## config.mk

```make
export PLATFORM = sky130hd
export DESIGN_NAME = ultrasonic_echo_ranger
export DESIGN_NICKNAME = d
export VERILOG_FILES = /design/src/sv/uer_pkg.sv /design/src/sv/uer_cfg.sv /design/src/sv/uer_div.sv /design/src/sv/ultrasonic_echo_ranger.sv
export SDC_FILE = /design/constraint.sdc
export NUM_CORES = 1
export LEC_CHECK = 0
export ABC_AREA = 1
export BUFFER_PORTS_ARGS = -buffer_cell sky130_fd_sc_hd__buf_2
export CAP_MARGIN = 10
export CORE_MARGIN = 2
export CORE_UTILIZATION = 40
export DETAILED_ROUTE_END_ITERATION = 8
export PLACE_DENSITY_LB_ADDON = 0.25
export SETUP_SLACK_MARGIN = 0.5
export SLEW_MARGIN = 20
export SYNTH_ARGS = -nofsm -noshare
export SYNTH_HDL_FRONTEND = slang
export SYNTH_SLANG_ARGS = --single-unit
```

## constraint.sdc

```tcl
create_clock -name clk -period 17 [get_ports clk]
set_input_delay 3.4 -clock clk [delete_from_list [all_inputs] [get_ports clk]]
set_output_delay 3.4 -clock clk [all_outputs]
set_load 0.02 [all_outputs]
```

## src/sv/uer_pkg.sv

```systemverilog
// ----------------------------------------------------------------------------
// uer_pkg: shared definitions of the ultrasonic echo ranger
// Types, register codes, reset values and counter helpers.
// ----------------------------------------------------------------------------
`default_nettype none

package uer_pkg;

	localparam int CNT_W  = 16;
	localparam int WIDE_W = (CNT_W > 16) ? CNT_W : 16;
	localparam logic [CNT_W-1:0] CNT_MAX = {CNT_W{1'b1}};

	localparam int DIV_STEPS = 14;
	localparam int DIV_CNT_W = $clog2(DIV_STEPS);

	localparam int CFG_IDX_W = 3;
	localparam int CFG_DATA_W = 16;

	typedef enum logic [CFG_IDX_W-1:0] {
		CFG_TIMEOUT   = 3'd0,
		CFG_SETTLE    = 3'd1,
		CFG_TRIGGER   = 3'd2,
		CFG_PULSE_MIN = 3'd3,
		CFG_PULSE_MAX = 3'd4,
		CFG_MIN_CM    = 3'd5,
		CFG_MAX_CM    = 3'd6
	} cfg_idx_t;

	localparam logic [15:0] RST_TIMEOUT   = 16'd5000;
	localparam logic [15:0] RST_SETTLE    = 16'd200;
	localparam logic [7:0]  RST_TRIGGER   = 8'd5;
	localparam logic [15:0] RST_PULSE_MIN = 16'd115;
	localparam logic [15:0] RST_PULSE_MAX = 16'd18500;
	localparam logic [9:0]  RST_MIN_CM    = 10'd2;
	localparam logic [9:0]  RST_MAX_CM    = 10'd300;

	typedef struct packed {
		logic [15:0] timeout_us;
		logic [15:0] settle_us;
		logic [7:0]  trigger_us;
		logic [15:0] pulse_min_us;
		logic [15:0] pulse_max_us;
		logic [9:0]  min_cm;
		logic [9:0]  max_cm;
	} cfg_t;

	typedef enum logic [1:0] {
		PH_TRIGGER = 2'd0,
		PH_LISTEN  = 2'd1,
		PH_SETTLE  = 2'd2
	} phase_t;

	typedef enum logic [2:0] {
		SQ_IDLE = 3'd0,
		SQ_MUL  = 3'd1,
		SQ_DGO  = 3'd2,
		SQ_DIV  = 3'd3,
		SQ_OUT  = 3'd4
	} seq_t;

	function automatic logic [CNT_W-1:0] sat_inc(input logic [CNT_W-1:0] v);
		return (v == CNT_MAX) ? v : v + 1'b1;
	endfunction

	function automatic logic [CNT_W-1:0] len_limit(input logic [15:0] len);
		logic [WIDE_W-1:0] l;
		logic [WIDE_W-1:0] m;
		l = WIDE_W'(len);
		m = WIDE_W'(CNT_MAX);
		if (l == '0) begin
			l = WIDE_W'(1);
		end
		if (l > m) begin
			l = m;
		end
		return CNT_W'(l);
	endfunction

endpackage

`default_nettype wire

```

## src/sv/uer_cfg.sv

```systemverilog
// ----------------------------------------------------------------------------
// uer_cfg: configuration registers
// Holds the seven timing and range registers written through the write port.
// ----------------------------------------------------------------------------
`default_nettype none

module uer_cfg (
	input  wire logic                           clk,
	input  wire logic                           arst_n,
	input  wire logic                           cfg_we,
	input  wire logic [uer_pkg::CFG_IDX_W-1:0]  cfg_index,
	input  wire logic [uer_pkg::CFG_DATA_W-1:0] cfg_data,
	output uer_pkg::cfg_t                       cfg
);

	uer_pkg::cfg_t cfg_q;

	always_ff @(posedge clk or negedge arst_n) begin
		if (!arst_n) begin
			cfg_q.timeout_us   <= uer_pkg::RST_TIMEOUT;
			cfg_q.settle_us    <= uer_pkg::RST_SETTLE;
			cfg_q.trigger_us   <= uer_pkg::RST_TRIGGER;
			cfg_q.pulse_min_us <= uer_pkg::RST_PULSE_MIN;
			cfg_q.pulse_max_us <= uer_pkg::RST_PULSE_MAX;
			cfg_q.min_cm       <= uer_pkg::RST_MIN_CM;
			cfg_q.max_cm       <= uer_pkg::RST_MAX_CM;
		end else if (cfg_we) begin
			unique case (uer_pkg::cfg_idx_t'(cfg_index))
				uer_pkg::CFG_TIMEOUT:   cfg_q.timeout_us   <= cfg_data;
				uer_pkg::CFG_SETTLE:    cfg_q.settle_us    <= cfg_data;
				uer_pkg::CFG_TRIGGER:   cfg_q.trigger_us   <= cfg_data[7:0];
				uer_pkg::CFG_PULSE_MIN: cfg_q.pulse_min_us <= cfg_data;
				uer_pkg::CFG_PULSE_MAX: cfg_q.pulse_max_us <= cfg_data;
				uer_pkg::CFG_MIN_CM:    cfg_q.min_cm       <= cfg_data[9:0];
				uer_pkg::CFG_MAX_CM:    cfg_q.max_cm       <= cfg_data[9:0];
				default: begin
				end
			endcase
		end
	end

	assign cfg = cfg_q;

endmodule

`default_nettype wire

```

## src/sv/uer_div.sv

```systemverilog
// ----------------------------------------------------------------------------
// uer_div: iterative restoring divider
// One compare and subtract per cycle; the quotient is known to fit in
// fourteen bits, so only that many steps are taken.
// ----------------------------------------------------------------------------
`default_nettype none

module uer_div (
	input  wire logic        clk,
	input  wire logic        arst_n,
	input  wire logic        start,
	input  wire logic [31:0] dividend,
	input  wire logic [16:0] divisor,
	output logic             busy,
	output logic             done,
	output logic [13:0]      quotient
);

	logic [16:0]                   rem_q;
	logic [13:0]                   low_q;
	logic [16:0]                   dsr_q;
	logic [uer_pkg::DIV_CNT_W-1:0] cnt_q;
	logic                          busy_q;
	logic                          done_q;
	logic [17:0]                   trial;
	logic [17:0]                   diff;
	logic                          fits;

	assign trial = {rem_q, low_q[13]};
	assign diff  = trial - {1'b0, dsr_q};
	assign fits  = trial >= {1'b0, dsr_q};

	always_ff @(posedge clk or negedge arst_n) begin
		if (!arst_n) begin
			busy_q <= 1'b0;
			done_q <= 1'b0;
			cnt_q  <= '0;
		end else begin
			done_q <= 1'b0;
			if (start) begin
				busy_q <= 1'b1;
				cnt_q  <= '0;
			end else if (busy_q) begin
				if (cnt_q == uer_pkg::DIV_CNT_W'(uer_pkg::DIV_STEPS - 1)) begin
					busy_q <= 1'b0;
					done_q <= 1'b1;
				end
				cnt_q <= cnt_q + 1'b1;
			end
		end
	end

	always_ff @(posedge clk) begin
		if (start) begin
			rem_q <= dividend[30:14];
			low_q <= dividend[13:0];
			dsr_q <= divisor;
		end else if (busy_q) begin
			rem_q <= fits ? diff[16:0] : trial[16:0];
			low_q <= {low_q[12:0], fits};
		end
	end

	assign busy     = busy_q;
	assign done     = done_q;
	assign quotient = low_q;

endmodule

`default_nettype wire

```

## src/sv/ultrasonic_echo_ranger.sv

```systemverilog
// ----------------------------------------------------------------------------
// ultrasonic_echo_ranger: ping sonar controller on one-microsecond ticks
// Drives the trigger pulse, times the echo and maps its width onto distance.
// ----------------------------------------------------------------------------
// Each item on the s_ channel is one microsecond tick carrying the sampled
// echo level; each tick yields exactly one item on the m_ channel with the
// trigger level, the stored distance in sixteenths of a centimetre and the
// new-distance and timeout flags. Configuration is written through cfg_we,
// cfg_index and cfg_data; the user must do so only while no tick is in
// flight, as the block does not enforce it. A tick that does not complete
// an echo inside the mapped range passes the phase update on acceptance
// and the output load. A tick that finishes an echo strictly between the
// two pulse limits also passes the multiply and divider start states, the
// fourteen one-bit steps of the restoring divider and its done strobe. The
// input is not ready while a tick is being processed.
// Reset puts the block in the trigger phase with all counters and the
// stored distance cleared and the registers at their default values.
// If the receiver stalls, the result stays in the output register; the next
// tick is still accepted and processed, its result waits until the held one
// has been taken, and the tick after that waits at the input.
// ----------------------------------------------------------------------------
`default_nettype none

module ultrasonic_echo_ranger (
	input  wire logic                           clk,
	input  wire logic                           arst_n,
	input  wire logic                           s_tvalid,
	output logic                                s_tready,
	// bit 0: echo_level
	input  wire logic [7:0]                     s_tdata,
	output logic                                m_tvalid,
	input  wire logic                           m_tready,
	// bit 0: trigger_level, bits 14:1: distance_q4, bit 15: new_distance,
	// bit 16: timed_out
	output logic [23:0]                         m_tdata,
	input  wire logic                           cfg_we,
	input  wire logic [uer_pkg::CFG_IDX_W-1:0]  cfg_index,
	input  wire logic [uer_pkg::CFG_DATA_W-1:0] cfg_data
);

	localparam int CW = uer_pkg::CNT_W;
	localparam int WW = uer_pkg::WIDE_W;

	uer_pkg::cfg_t   cfg;
	uer_pkg::seq_t   seq_q;
	uer_pkg::seq_t   seq_n;
	uer_pkg::phase_t phase_q;
	uer_pkg::phase_t phase_n;

	logic [CW-1:0] pc_q;
	logic [CW-1:0] pc_n;
	logic [1:0]    edge_q;
	logic [1:0]    edge_n;
	logic [CW-1:0] ew_q;
	logic [CW-1:0] ew_n;
	logic          last_q;
	logic          last_n;
	logic [13:0]   dist_q;

	logic          trig_n;
	logic          fresh_n;
	logic          gave_up_n;
	logic          done_n;

	logic          res_trig_q;
	logic          res_fresh_q;
	logic          res_to_q;

	logic [15:0]   diff_q;
	logic [29:0]   mag_q;
	logic [29:0]   prod;

	logic [13:0]   lo_q4;
	logic [13:0]   hi_q4;
	logic          span_neg;
	logic [13:0]   span_mag;
	logic [15:0]   den;
	logic          w_le_min;
	logic          w_ge_max;
	logic [WW-1:0] w_wide;

	logic          accept;
	logic          out_load;
	logic          div_start;
	logic          div_busy;
	logic          div_done;
	logic [13:0]   div_q;
	logic [31:0]   div_dividend;
	logic [16:0]   div_divisor;
	logic          m_tvalid_q;
	logic [23:0]   m_tdata_q;

	uer_cfg u_cfg (
		.clk       (clk),
		.arst_n    (arst_n),
		.cfg_we    (cfg_we),
		.cfg_index (cfg_index),
		.cfg_data  (cfg_data),
		.cfg       (cfg)
	);

	uer_div u_div (
		.clk      (clk),
		.arst_n   (arst_n),
		.start    (div_start),
		.dividend (div_dividend),
		.divisor  (div_divisor),
		.busy     (div_busy),
		.done     (div_done),
		.quotient (div_q)
	);

	assign lo_q4    = {cfg.min_cm, 4'b0000};
	assign hi_q4    = {cfg.max_cm, 4'b0000};
	assign span_neg = hi_q4 < lo_q4;
	assign span_mag = span_neg ? (lo_q4 - hi_q4) : (hi_q4 - lo_q4);
	assign den      = cfg.pulse_max_us - cfg.pulse_min_us;
	assign prod     = {14'b0, diff_q} * {16'b0, span_mag};

	assign div_dividend = {1'b0, mag_q, 1'b0} + {16'b0, den};
	assign div_divisor  = {den, 1'b0};

	// Tick update of the phase machine, applied when an item is accepted.
	always_comb begin
		phase_n   = phase_q;
		pc_n      = pc_q;
		edge_n    = edge_q;
		ew_n      = ew_q;
		last_n    = last_q;
		trig_n    = 1'b0;
		fresh_n   = 1'b0;
		gave_up_n = 1'b0;
		done_n    = 1'b0;
		unique case (phase_q)
			uer_pkg::PH_LISTEN: begin
				pc_n = uer_pkg::sat_inc(pc_q);
				if (edge_q == 2'd1) begin
					ew_n = uer_pkg::sat_inc(ew_q);
				end
				if (s_tdata[0] != last_q) begin
					if (edge_q == 2'd0) begin
						edge_n = 2'd1;
						ew_n   = '0;
					end else begin
						edge_n = 2'd2;
						done_n = 1'b1;
					end
				end
				last_n = s_tdata[0];
				if (done_n) begin
					fresh_n = ew_n != '0;
					phase_n = uer_pkg::PH_SETTLE;
					pc_n    = '0;
				end else if (pc_n >= uer_pkg::len_limit(cfg.timeout_us)) begin
					gave_up_n = 1'b1;
					phase_n   = uer_pkg::PH_SETTLE;
					pc_n      = '0;
				end
			end
			uer_pkg::PH_SETTLE: begin
				pc_n = uer_pkg::sat_inc(pc_q);
				if (pc_n >= uer_pkg::len_limit(cfg.settle_us)) begin
					phase_n = uer_pkg::PH_TRIGGER;
					pc_n    = '0;
					edge_n  = 2'd0;
					ew_n    = '0;
				end
			end
			default: begin
				if (pc_q == '0) begin
					edge_n = 2'd0;
					ew_n   = '0;
				end
				phase_n = uer_pkg::PH_TRIGGER;
				trig_n  = 1'b1;
				pc_n    = uer_pkg::sat_inc(pc_q);
				if (pc_n >= uer_pkg::len_limit({8'b0, cfg.trigger_us})) begin
					phase_n = uer_pkg::PH_LISTEN;
					pc_n    = '0;
					last_n  = 1'b0;
				end
			end
		endcase
	end

	assign w_wide   = WW'(ew_n);
	assign w_le_min = w_wide <= WW'(cfg.pulse_min_us);
	assign w_ge_max = w_wide >= WW'(cfg.pulse_max_us);

	always_comb begin
		seq_n = seq_q;
		unique case (seq_q)
			uer_pkg::SQ_IDLE: begin
				if (s_tvalid) begin
					if (fresh_n && !w_le_min && !w_ge_max) begin
						seq_n = uer_pkg::SQ_MUL;
					end else begin
						seq_n = uer_pkg::SQ_OUT;
					end
				end
			end
			uer_pkg::SQ_MUL: seq_n = uer_pkg::SQ_DGO;
			uer_pkg::SQ_DGO: seq_n = uer_pkg::SQ_DIV;
			uer_pkg::SQ_DIV: begin
				if (div_done) begin
					seq_n = uer_pkg::SQ_OUT;
				end
			end
			uer_pkg::SQ_OUT: begin
				if (!m_tvalid_q || m_tready) begin
					seq_n = uer_pkg::SQ_IDLE;
				end
			end
			default: seq_n = uer_pkg::SQ_IDLE;
		endcase
	end

	always_comb begin
		s_tready  = 1'b0;
		div_start = 1'b0;
		out_load  = 1'b0;
		unique case (seq_q)
			uer_pkg::SQ_IDLE: s_tready  = 1'b1;
			uer_pkg::SQ_DGO:  div_start = 1'b1;
			uer_pkg::SQ_OUT:  out_load  = !m_tvalid_q || m_tready;
			default: begin
			end
		endcase
	end

	assign accept = s_tvalid && s_tready;

	always_ff @(posedge clk or negedge arst_n) begin
		if (!arst_n) begin
			seq_q      <= uer_pkg::SQ_IDLE;
			phase_q    <= uer_pkg::PH_TRIGGER;
			pc_q       <= '0;
			edge_q     <= 2'd0;
			ew_q       <= '0;
			last_q     <= 1'b0;
			dist_q     <= '0;
			m_tvalid_q <= 1'b0;
		end else begin
			seq_q <= seq_n;
			if (accept) begin
				phase_q <= phase_n;
				pc_q    <= pc_n;
				edge_q  <= edge_n;
				ew_q    <= ew_n;
				last_q  <= last_n;
				if (fresh_n && (w_le_min || w_ge_max)) begin
					dist_q <= w_le_min ? lo_q4 : hi_q4;
				end
			end
			if (div_done) begin
				dist_q <= span_neg ? (lo_q4 - div_q) : (lo_q4 + div_q);
			end
			if (out_load) begin
				m_tvalid_q <= 1'b1;
			end else if (m_tready) begin
				m_tvalid_q <= 1'b0;
			end
		end
	end

	always_ff @(posedge clk) begin
		if (accept) begin
			res_trig_q  <= trig_n;
			res_fresh_q <= fresh_n;
			res_to_q    <= gave_up_n;
			diff_q      <= 16'(w_wide - WW'(cfg.pulse_min_us));
		end
		if (seq_q == uer_pkg::SQ_MUL) begin
			mag_q <= prod;
		end
		if (out_load) begin
			m_tdata_q <= {7'b0, res_to_q, res_fresh_q, dist_q, res_trig_q};
		end
	end

	assign m_tvalid = m_tvalid_q;
	assign m_tdata  = m_tdata_q;

	a_done_in_div: assert property (@(posedge clk) disable iff (!arst_n)
		div_done |-> seq_q == uer_pkg::SQ_DIV)
		else $error("divider finished outside the divide state");

	a_start_busy: assert property (@(posedge clk) disable iff (!arst_n)
		div_start |=> div_busy)
		else $error("divider not running after start");

	a_flags_apart: assert property (@(posedge clk) disable iff (!arst_n)
		m_tvalid |-> !(m_tdata[15] && m_tdata[16]) && !(m_tdata[0] && m_tdata[16]))
		else $error("result carries conflicting flags");

	a_phase_hold: assert property (@(posedge clk) disable iff (!arst_n)
		(seq_q != uer_pkg::SQ_IDLE) |=> $stable(phase_q))
		else $error("phase changed while a tick was in flight");

endmodule

`default_nettype wire

```

-- After elaboration in Yosys (flattened, before gate mapping)
Cells that the tools add are included.
- register bits: 266
- input bits: 32
- output and inout port bits: 26
- logic and storage cells: 186
- $add $sub $neg: 11
- multipliers: 1
- order comparisons: 10
- eq/ne operators: 23
- muxes and demuxes: 75
- bitwise gates (word level): 2
- reductions and logical operators: 37
- operator list (operator ; number):
    $mux 16 ; 25
    $mux 14 ; 8
    $ge 16x16->1 ; 4
    $pmux 16 s2 ; 2
    $mux 17 ; 3
    $gt 16x16->1 const B ; 3
    $logic_not 16->1 ; 3
    $sub 14x14->14 ; 3
    $add 16x1->16 const B ; 2
    $eq 16x16->1 const B ; 2
    $sub 16x16->16 ; 2
    $add 31x16->31 ; 1
    $mul 16x14->30 ; 1
    $mux 1 ; 20
    $ge 18x17->1 ; 1
    $sub 17x17->17 ; 1
    $le 16x16->1 ; 1
    $reduce_and 2->1 ; 8
    $reduce_bool 16->1 ; 1
    $pmux 3 s5 ; 1
    $add 14x14->14 ; 1
    $lt 14x14->1 ; 1
    $eq 3x2->1 const B ; 4
    $eq 3x3->1 const B ; 4
    other kinds (27) ; 57

-- Depth between registers and ports, before layout
Gate-level depths: netlist (run 1).
- depth after elaboration: 16
- gate-level depth with buffers: 36
- mapped depth without buffers: 35

-- Cells and area by module
From an unflattened synthesis (run 1), not the netlist that was laid out.
- cells, all modules: 3153
- area, all modules: 24217.0 um^2
- by module, submodules not included (module ; times used ; cells an instance ; area an instance (um^2) ; seq. area each (um^2)):
    ultrasonic_echo_ranger ; 1 ; 2288 ; 17102.7 ; 3238.1
    uer_cfg ; 1 ; 407 ; 3628.5 ; 2332.2
    uer_div ; 1 ; 458 ; 3485.8 ; 1591.5

-- Worst setup path after synthesis (run 1)
OpenSTA, ideal clock, no wires.
- kind: register to register
- start: reg u_cfg.cfg_q (netlist bit u_cfg.cfg[3])
- end: reg mag_q[24], data pin
- setup time: 0.259 ns
- data arrival time: 6.630 ns
- data required time: 16.741 ns
- path slack: 10.111 ns
- cell stages (with the launch flop): 31
- path buffers: 1
- period minus slack after synthesis: 6.889 ns
- path through: dfstp_2 > inv_1 > ha_1 > clkbuf_1 > a21oi_1 > o21ai_1 > nand2_1 > nand3_2 > mux2i_1 > xor2_2 > nor2_1 > fa_1 > inv_1 > fa_1 > inv_1 > fa_1 > fa_1 > inv_1 > fa_1 > inv_1 > ha_1 > ha_1 > inv_1 > o21ai_0 > o21ai_0 > o211ai_1 > a31oi_1 > o21bai_1 > nand3_1 > nand2_1 > xor2_1
- cells in the longest elaborated chain, start to end: 3
- elaborated cells on any way between the ends: 5
- those cells by class: add/sub: 2; mul: 1; order compare: 1; mux: 1
- RTL lines (item ; line ; RTL):
    from (decl) ; uer_cfg.sv:16 ; uer_pkg::cfg_t cfg_q;
    $sub 14x14->14 / $lt 14x14->1 (equally long branches) ; ultrasonic_echo_ranger.sv:116, ultrasonic_echo_ranger.sv:115 ;
    $mux 14 * ; ultrasonic_echo_ranger.sv:116 ; assign span_mag = span_neg ? (lo_q4 - hi_q4) : (hi_q4 - lo_q4);
    $mul 16x14->30 * ; ultrasonic_echo_ranger.sv:118 ; assign prod = {14'b0, diff_q} * {16'b0, span_mag};
    named net prod[24] ; ultrasonic_echo_ranger.sv:71 ; logic [29:0] prod;
    to (signal assigned) ; ultrasonic_echo_ranger.sv:274 ; mag_q <= prod;
    to (decl) ; ultrasonic_echo_ranger.sv:70 ; logic [29:0] mag_q;
The timed path passes the listed nets; every way through them passes the cells marked *.
A chain may end at the register's enable or synchronous reset.

-- Final worst setup path (run 1)
- start: reg u_cfg.cfg_q (netlist bit u_cfg.cfg[11])
- end: reg mag_q[29], data pin
The elaborated chain is that of the path after synthesis.

==> results of run 1 <==
==> sequential cells by signal, summed over array words and instances, names as in the netlist, 2 cells and up <==
signal and cells:
u_cfg.cfg 92, phase_q 2, u_div.quotient 14, u_div.cnt_q 4, pc_q 16, seq_q 3, mag_q 26, u_div.rem_q 17
edge_q 2, dist_q 14, u_div.dsr_q 16, diff_q 16, ew_q 16, m_tdata 17
==> area by class of cell <==
class / count / area, sq um
Inverter: 478 / 1795
Timing Repair Buffer: 55 / 311.5
Multi-Input combinational cell: 2168 / 14520
Tap cell: 773 / 967.2
Fill cell: 5828 / 33170
Sequential cell: 262 / 7132
Clock inverter: 16 / 123.9
Clock buffer: 41 / 895.9
==> layout by cell type, fill, tap and decap left out, types with 12 or more instances in the layout <==
cell type	count
nand2_1	645
inv_1	456
o21ai_0	255
ha_1	253
nor2_1	199
a21oi_1	193
dfrtp_1	129
fa_1	118
nand3_1	117
edfxtp_1	109
xor2_1	73
buf_2	42
nor3_1	34
clkbuf_16	33
nand4_1	30
xnor2_1	29
nand3_2	26
o21ai_1	26
dfstp_2	24
inv_2	19
o211ai_1	15
nor4_1	14
o21bai_1	12
buf_4	12
==> layer usage <==
metal  vias to the layer above  global-route usage (%)  routed length (um)
met1                      9446                   27.57               28390
met2                       410                   36.12               29930
li1                       9754                       -                   -
met5                         -                       0                   0
met4                         0                   5.231                1545
met3                        97                   2.476                2853
==> cell families after synthesis <==
logic type	Yosys count
AND/OR/NAND/NOR	1134
buffers and inverters	558
AO/OA/AOI/OAI	549
adder cells (fa/ha/maj)	371
flip-flops	262
XOR/XNOR	106
other	1
multiplexers	1
==> worst max-delay path, delay by kind of cell, from the launching register on <==
family	cells	cell delay, ns
simple gates	13	2.32
buf+inv	5	1.04
xor+xnor	2	0.58
fa+ha+maj	8	3.58
flops	1	0.62
==> worst min-delay path by stage <==
stage | endpoint | start | slack [ns]
after CTS | m_tdata[16] | res_to_q | 0.43
after detailed placement | m_tdata[0] | res_trig_q | 0.41
after global placement | m_tdata[0] | res_trig_q | 0.42
after floorplan | m_tdata[0] | res_trig_q | 0.40
after global routing | m_tdata[16] | res_to_q | 0.44
final | m_tdata[16] | res_to_q | 0.43
==> per-stage QoR <==
step / hold slack (ns) / instance area [sq um] / instances
final: 0.4263 / 25740 / 3793
after global routing: 0.4449 / 25740 / 3793
after CTS: 0.4301 / 25740 / 3793
after detailed placement: 0.4051 / 24720 / 3736
after global placement: 0.4190 / 24720 / 3736
after floorplan: 0.4003 / 23810 / 2988
==> summary.md, run 1 <==
| Metric | Value |
|---|---|
| Max-cap violations | 0 |
| Worst reg-to-reg setup slack | 8.57 ns |
| Worst slack, placed | between 8 and 9 ns |
| Routability Congestion | just over 0.9 |
| CTS Sinks | approximately 260 |
| Synth cell count leaders | nand2_1, inv_1, o21ai_0 |
| Peak Freq | 118.6 MHz |
| Required time of the critical path | about 17 ns |
| Asr flop ratio synth | roughly three fifths |
| NumNets Final | about 3400 |
| H-tree depth | 1 |
| R2R Path End | mag_q[29] |
| Worst r2r src | u_cfg.cfg[11] |
| Starting Density | roughly two fifths |
| FF+latch count, synth | 262 |
| Die Y-Extent | ~250 um |
| CTS tree | done |
| WHS Path Cells | 0 |
| Largest net degree at the start of global routing | 87 |
| First-pass GRT wire length | just over 100000 um |
| Mapped cell area | around 24000 sq um |
| Status | complete, no violations |
| Post-DP HPWL | approximately 50000 um |
| Core area | 58910 sq um |
| Syn-to-layout area delta | 8.216% |
| Critical Path Fanout Max | 25 |
| Buffer depth of the longest clock path | 3 |
| Antenna Nets Post-Route | 0 |
| Worst Tran Pin Value | about 1 ns |
| Total gr overflow | 0 |
| Total track usage | a little over a fifth |
| Post-route clock period utilization | between 40% and 50% |
| Top-area cell type share of the netlist area | about 14% |
| RSZ-0062 raised after global routing | no |
| Syn_area_per_cell | about 8 sq um |
| Xor and xnor fraction of the mapped netlist area | slightly above 4% |
| DR pass1 iterations | 5 |
| Largest family of logic cells by synthesized area | adder cells |
| CTS clock-pin slew for the worst setup and hold paths | ~0.060 ns |
| Die width | roughly 250 um |
| Mux cell area share after synthesis | less than 1% |
| Worst Reg2Reg Path Length in Cells | 28 |
| Critical path capture point | mag_q[29] |
| # rows | 89 |
| Compound-Gate Fraction of Synth Area | between 10% and 20% |
| Worst path max stage delay | a little over 0.6 ns |
| Initial antenna violation count | 0 |
| Mapped Cells | 2982 |
| Post-CTS sizing | 0 |
| DRT iter0 DRCs | about 1100 |
| Worst path arrival time | slightly below 9 ns |
| Simple-Gate Fraction of Synth Area | between 20% and 30% |
| Max-slew violations | 0 |
| Post-DR wirelength/cell | between 15 and 20 um |
| CP Class | reg2reg |
| Worst rel slew slack | about 34% |
| Adder-cell area share of the yosys netlist | a little under a quarter |
| Number of hold-repair buffers added at the cts stage | 0 |
| Drt via density | 5.196 |
| # setup viols final | 0 |
| WL final | roughly 63000 um |
| PortBufs | 43 |
| Clk_lat worst skew | 0.58 ns |
| Layout cells sized above 1 | under 10% |
| Clk_skew | approximately 0.022 ns |
| Final number of hold-violating endpoints | 0 |
| Top-count cell post-synth | nand2_1 |
| Top cells by area, synth | edfxtp_1, dfrtp_1, ha_1 |
| Yosys warns | 0 |
| Number of synthesized flops with an enable pin | between 100 and 150 |
| Full die area | about 61000 sq um |
| Clock Tree Root | clkbuf_16 |
| Final min period | around 8.4 ns |
| DRC | 0 |
| Post-CTS Setup Bufs | 0 |
| Sequential cell area fraction in the yosys report | 29.98% |
| Crit start category | flip-flop |
| Crit. Startpoint | u_cfg.cfg[11] |
| Synth Flop Type | dfrtp_1 |
| Io pins | 58 |
| Setup ws final | approximately 8.6 ns |
| Final design utilization | 43.70% |
| Cell variety after synth | 58 |
| Number of CTS-inserted buffers | 31 |
| CP max stage cell | dfstp_2 |
| Type of the most critical hold path | reg2reg |
| Vias | between 15000 and 20000 |
| Crit path top cell by count | fa_1 |
| Area leader, netlist | edfxtp_1 |
| Setup TNS | 0 ns |
| ANT cells | 0 |
| Vias in the first global route | a little under 20000 |
| Critical path capture point type | flip-flop |
Power of run 1 is not shown: default switching activity piles up to over one toggle a cycle in this logic, so the estimate is an artifact.
==> run 2: changes to the inputs <==
ABC_AREA = 0   (was 1)
clock period = 7.8 ns   (was 17 ns; I/O delays follow)
==> run 2 against run 1 <==
Net effect:
- first-iteration DRC count up 16%
- via count shrank 5.5%
- clock skew up 0.0086 ns
- largest cell class unchanged
- highest routed layer unchanged
==> summary.md, run 2 <==
| Metric | Value |
|---|---|
| Status | complete, no violations |
| Die width | 247.2 um (-0.28%) |
| CTS Sinks | 262 (unchanged) |
| Mapped Cells | 2551 (-14%) |
| Crit path top cell by count | fa_1 |
| FF+latch count, synth | 262 (unchanged) |
| Top cells by area, synth | edfxtp_1, dfrtp_1, ha_1 |
| RSZ-0062 raised after global routing | yes |
| Cell variety after synth | 87 (+50%) |
| Worst r2r src | u_cfg.cfg[0] |
| Worst reg-to-reg setup slack | 0.13 ns (-8.44 ns) |
| Worst hold path startpoint | res_to_q |
| Multi-input logic area | 15510 sq um (+6.9%) |
| Yosys warns | 0 (unchanged) |
| Non-Filler Instances | 3412 (-10%) |
| Number of CTS-inserted buffers | 34 (+9.7%) |
| Max reg flops | 92 (unchanged) |
| Core area | 58690 sq um (-0.38%) |
| Antenna Nets Post-Route | 0 (unchanged) |
| R2R Path End | mag_q[26] |
| Clk_skew | 0.03043 ns (+0.008639 ns) |
| Number of synthesized flops with an enable pin | 109 (unchanged) |
| Full die area | 61100 sq um (-0.56%) |
| Clk_lat worst skew | 0.54 ns (-0.04 ns) |
| Layout cells sized above 1 | 14.82% (+7.4 points) |
| WHS Endpoint | m_tdata[16] |
| Crit start category | flip-flop |
| H-tree depth | 2 (+1) |
| Sequential cell area fraction in the yosys report | 30.15% (+0.17 points) |
| Met1 Use GR | 27.56% (about the same) |
| Asr flop ratio synth | 58.40% (unchanged) |
| Final min period | 7.666 ns (-0.7626 ns) |
| Total track usage | 20.25% (-0.59 points) |
| Total gr overflow | 0 (unchanged) |
| GR Util met2 | 33.63% (-2.5 points) |
| # rows | 89 (unchanged) |
| Starting Density | 40.31% (-0.075 points) |
| Type of the most critical hold path | reg2reg |
| DRC | 0 (unchanged) |
| Fillcell total | 5547 (-4.8%) |
| ANT cells | 0 (unchanged) |
| CTS clock-pin slew for the worst setup and hold paths | 0.06 ns (about the same) |
| Initial antenna violation count | 2 (+2) |
| Largest net degree at the start of global routing | 98 (+13%) |
| PortBufs | 43 (unchanged) |
| Synth cell count leaders | nand2_1, inv_1, ha_1 |
| Area occupied by registers | 7132 sq um (unchanged) |
| CTS tree | done |
| Io pins | 58 (unchanged) |
| Final number of hold-violating endpoints | 0 (unchanged) |
| Most common cell after layout, fill and taps aside | nand2_1 |
| Top-count cell post-synth | nand2_1 |
| Largest delay contributor family on the critical path | adder cells |
| Syn-to-layout area delta | 13.78% |
| Post-route clock period utilization | 98.29% (+49 points) |
| Worst path max stage delay | 0.52 ns (-0.10 ns) |
| Required time of the critical path | 8.07 ns (-9.24 ns) |
| Vias in the first global route | 18726 (-5.7%) |
| Top-area cell type share of the netlist area | 13.84% (+0.078 points) |
| Area leader, netlist | edfxtp_1 |
| Buffers & Inverters on Critical Path | 5 (unchanged) |
| Drt via density | 5.460 (+5.1%) |
| Syn_area_per_cell | 9.272 sq um (+16%) |
| DRT iter0 DRCs | 1248 (+16%) |
| Met3 usage | 2.724% (+0.25 points) |
| # setup viols final | 0 (unchanged) |
| Synth Flop Type | dfrtp_1 |
| Worst path arrival time | 7.94 ns (-0.80 ns) |
| Die Y-Extent | 247.2 um (-0.28%) |
| CP max stage cell | fa_1 |
| Critical Path Fanout Max | 4 (-84%) |
| Worst Tran Pin Value | 1.073 ns (+0.09032 ns) |
| Clock Tree Root | clkbuf_16 |
| Peak Freq | 130.4 MHz (+9.9%) |
| Crit. Startpoint | u_cfg.cfg[0] |
| WHS Path Cells | 0 (unchanged) |
| DR pass1 iterations | 7 (+2) |
| Most frequent cells in the layout | nand2_1, inv_1, ha_1, o21ai_0, dfrtp_1 |
| First-pass GRT wire length | 98760 um (-3.9%) |
| NumNets Final | 3017 (-11%) |
| Vias | 18630 (-5.5%) |
| Post-DP HPWL | 48070 um (-3.2%) |
| CP Class | reg2reg |
| Max-cap violations | 0 (unchanged) |
| Cells after DPL | 3335 (-11%) |
| Routability Congestion | 0.9065 (-1.7%) |
| Number of hold-repair buffers added at the cts stage | 0 (unchanged) |
| Post-DR wirelength/cell | 18.17 um (+9.9%) |
| Critical path capture point type | flip-flop |
| Gr busiest metal | met2 |
| Worst Reg2Reg Path Length in Cells | 28 (unchanged) |
| Buffer depth of the longest clock path | 3 (unchanged) |
| Max-slew violations | 0 (unchanged) |
| WL final | 62000 um (-1.2%) |
| Mapped cell area | 23650 sq um (-0.56%) |
| Worst rel slew slack | 28.44% (-5.9 points) |
## run 2: layout make-up
cell class              instances  share of cell area [%]
clock inverters                12                  0.7950
well taps                     773                   3.594
multi-input cells            1892                   57.63
inverters                     282                   3.933
clock buffers                  49                   3.710
flip-flops and latches        262                   26.50
repair buffers                142                   3.835
## run 2: worst max path at each step
stage	slack, ns	depth (start not counted)	endpoint
detailed placement	-0.12	29	mag_q[28]
global route	-0.10	28	mag_q[28]
floorplan	0.31	29	mag_q[24]
finish	0.13	28	mag_q[26]
CTS	0.03	28	mag_q[28]
global placement	-0.12	30	mag_q[29]
## run 2: per-layer routing
| layer | vias up | routed length (um) | part of all wire, % |
|---|---|---|---|
| met2 | 343 | 29060 | 47 |
| met4 | 0 | 1472 | 2.4 |
| met3 | 96 | 2466 | 4.0 |
| li1 | 9055 | - | - |
| met5 | - | 0 | 0 |
| met1 | 9136 | 29000 | 47 |
## run 2: logic make-up (layout without fill, tap and decap cells)
family                     after synthesis  after routing  share of synthesized area [%]
buffers and inverters                  403            485                          6.707
AOI/OAI and AO/OA                      491            491                          13.38
muxes                                   99             99                          4.512
xor gates and xnor gates               117            117                          4.332
adders and majority gates              371            371                          23.37
and+or+nand+nor                        807            807                          17.53
DFF                                    262            262                          30.15
other                                    1              7                        0.01585
## run 2: timing repair
item | CTS | global route
buffers inserted | 5 | 9
gates resized for setup | 31 | 49
cloned | 1 | 1
endpoints found under the setup margin | 11 | 18
pin swaps | 37 | 13
## run 2: stage by stage
step / area [sq um] / utilization (%) / hold WS (ns) / TNS (ns) / worst slack (ns)
final: 26910 / 45.86 / 0.4319 / 0 / 0.1337
after global routing: 26910 / 45.86 / 0.4361 / -0.3279 / -0.1012
after CTS: 26610 / 45.34 / 0.4361 / 0 / 0.03483
after detailed placement: 25200 / 42.94 / 0.4224 / -0.2959 / -0.1215
after global placement: 25200 / 42.94 / 0.4140 / -0.1391 / -0.1241
after floorplan: 23840 / - / 0.4003 / 0 / 0.3129
Power of run 2 is left out for the same reason.
==> run 3: changes to the inputs <==
CORE_MARGIN = not set   (was 2)
==> run 3 against run 2 <==
Net effect:
- die area down 1.6%
- utilization up 0.53 points
- routed wire length down 2.4%
- cell count about the same
- worst hold slack better by 0.019 ns
- critical endpoint unchanged
- largest cell class unchanged
==> summary.md, run 3 (same netlist as run 2, synthesis figures left out) <==
| Metric | Value |
|---|---|
| Routability Congestion | 0.9129 (+0.71%) |
| Number of hold-repair buffers added at the cts stage | 0 (unchanged) |
| Clock Tree Root | clkbuf_16 |
| Area post-placement | 25240 sq um (+0.15%) |
| CTS tree | done |
| Critical Path Fanout Max | 5 (+1) |
| Worst rel slew slack | 24.79% (-3.6 points) |
| RSZ-0062 raised after global routing | yes |
| Final hold slack | 0.4513 ns (+0.01940 ns) |
| H-tree depth | 1 (-1) |
| CP max stage cell | fa_1 |
| Antenna Nets Post-Route | 0 (unchanged) |
| Initial antenna violation count | 0 (-2) |
| Full die area | 60110 sq um (-1.6%) |
| Max-cap violations | 0 (unchanged) |
| Final min period | 7.749 ns (+0.08234 ns) |
| Worst r2r src | u_cfg.cfg[0] |
| Type of the most critical hold path | reg2reg |
| Final number of hold-violating endpoints | 0 (unchanged) |
| Required time of the critical path | 8.12 ns (+0.05 ns) |
| DRC | 0 (unchanged) |
| Worst hold path startpoint | dist_q[2] |
| Total gr overflow | 0 (unchanged) |
| Final design utilization | 46.39% (+0.53 points) |
| Most common cell after layout, fill and taps aside | nand2_1 |
| CTS clock-pin slew for the worst setup and hold paths | 0.06 ns (about the same) |
| Post-DP HPWL | 47020 um (-2.2%) |
| DR pass1 iterations | 6 (-1) |
| Vias in the first global route | 18392 (-1.8%) |
| Starting Density | 40.76% (+0.46 points) |
| Io pins | 58 (unchanged) |
| WL final | 60530 um (-2.4%) |
| WHS Path Cells | 0 (unchanged) |
| CTS Sinks | 262 (unchanged) |
| Worst Tran Pin Value | 1.111 ns (+0.03717 ns) |
| Layout cells sized above 1 | 14.78% (-0.039 points) |
| Max reg flops | 92 (unchanged) |
| Worst path arrival time | 8.07 ns (+0.13 ns) |
| Worst reg-to-reg setup slack | 0.05 ns (-0.08 ns) |
| PortBufs | 43 (unchanged) |
| Peak Freq | 129.1 MHz (-1.1%) |
| Crit path top cell by count | fa_1 |
| Core area | 58030 sq um (-1.1%) |
| Largest net degree at the start of global routing | 92 (-6.1%) |
| Post-route clock period utilization | 99.34% (+1.1 points) |
| Clk_skew | 0.02419 ns (-0.006238 ns) |
| Drt via density | 5.471 (+0.21%) |
| Post-DR wirelength/cell | 17.75 um (-2.3%) |
| Die width | 245.2 um (-0.81%) |
| First-pass GRT wire length | 96850 um (-1.9%) |
| DRT iter0 DRCs | 1049 (-16%) |
| # rows | 88 (-1.1%) |
| Buffer depth of the longest clock path | 3 (unchanged) |
| Clk_lat worst skew | 0.60 ns (+0.06 ns) |
| Vias | 18663 (+0.18%) |
| Syn-to-layout area delta | 13.79% (about the same) |
| Max-slew violations | 0 (unchanged) |
| CP Class | reg2reg |
| # setup viols final | 0 (unchanged) |
| Fillcell total | 5409 (-2.5%) |
| Worst Reg2Reg Path Length in Cells | 31 (+11%) |
| Critical path capture point type | flip-flop |
| Total track usage | 19.97% (-0.28 points) |
| WHS Endpoint | m_tdata[3] |
| Most frequent cells in the layout | nand2_1, inv_1, ha_1, o21ai_0, dfrtp_1 |
| R2R Path End | mag_q[26] |
| Status | complete, no violations |
| Crit start category | flip-flop |
| Worst path max stage delay | 0.51 ns (about the same) |
| Finished Cell Area | 26920 sq um (about the same) |
| Number of CTS-inserted buffers | 31 (-8.8%) |
| ANT cells | 0 (unchanged) |
| Die Y-Extent | 245.2 um (-0.81%) |
| NumNets Final | 3024 (+0.23%) |
## run 3: per-stage QoR
step | TNS (ns) | std cells | setup slack [ns]
detailed placement | -0.3558 | 3330 | -0.1466
finish | 0 | 3411 | 0.05140
global placement | -0.2452 | 3330 | -0.1087
floorplan | 0 | 2557 | 0.3129
global route | -0.7094 | 3411 | -0.1816
CTS | -0.01866 | 3402 | -0.01866
## run 3: routing by layer
metal / up-vias / track usage, % / part of all wire [%]
li1: 9073 / - / -
met1: 9167 / 27.71 / 47
met2: 342 / 33.76 / 47
met3: 81 / 1.837 / 3.7
met4: 0 / 4.026 / 1.8
met5: - / 0 / 0
## run 3: worst max path at each step
| stage | endpoint | cells past startpoint | slack, ns | start |
|---|---|---|---|---|
| 4_1_cts | mag_q[26] | 28 | -0.02 | u_cfg.cfg[0] |
| 2_1_floorplan | mag_q[24] | 29 | 0.31 | u_cfg.cfg[5] |
| 6_report | mag_q[26] | 31 | 0.05 | u_cfg.cfg[0] |
| 5_1_grt | mag_q[26] | 31 | -0.18 | u_cfg.cfg[0] |
| 3_5_place_dp | mag_q[29] | 30 | -0.15 | u_cfg.cfg[0] |
| 3_3_place_gp | mag_q[29] | 30 | -0.11 | u_cfg.cfg[0] |
## run 3: area by class of cell
type,instances,area (sq um),area share (%)
Multi-Input combinational cell,1892,15520,57.67
Sequential cell,262,7132,26.50
Timing Repair Buffer,152,1155,4.291
Inverter,282,1059,3.933
Tap cell,765,957.2,3.556
Clock buffer,42,858.3,3.189
Clock inverter,16,232.7,0.8646
## run 3: worst max-delay path, delay by kind of cell (launching register included)
family          cells  cell delay, ns
mux                 2            0.66
flops               1            0.38
compound gates      8            1.63
buf+inv             8            0.66
fa+ha+maj           9            3.31
simple gates        3            0.72
xor+xnor            1            0.13
## run 3: repair_timing
action | 4_1_cts | 5_1_grt
cloned | 1 | 1
buffers inserted | 13 | 7
gates resized for setup | 27 | 42
setup endpoints to repair | 22 | 30
pin swaps | 38 | 25
Power of run 3 is left out for the same reason.
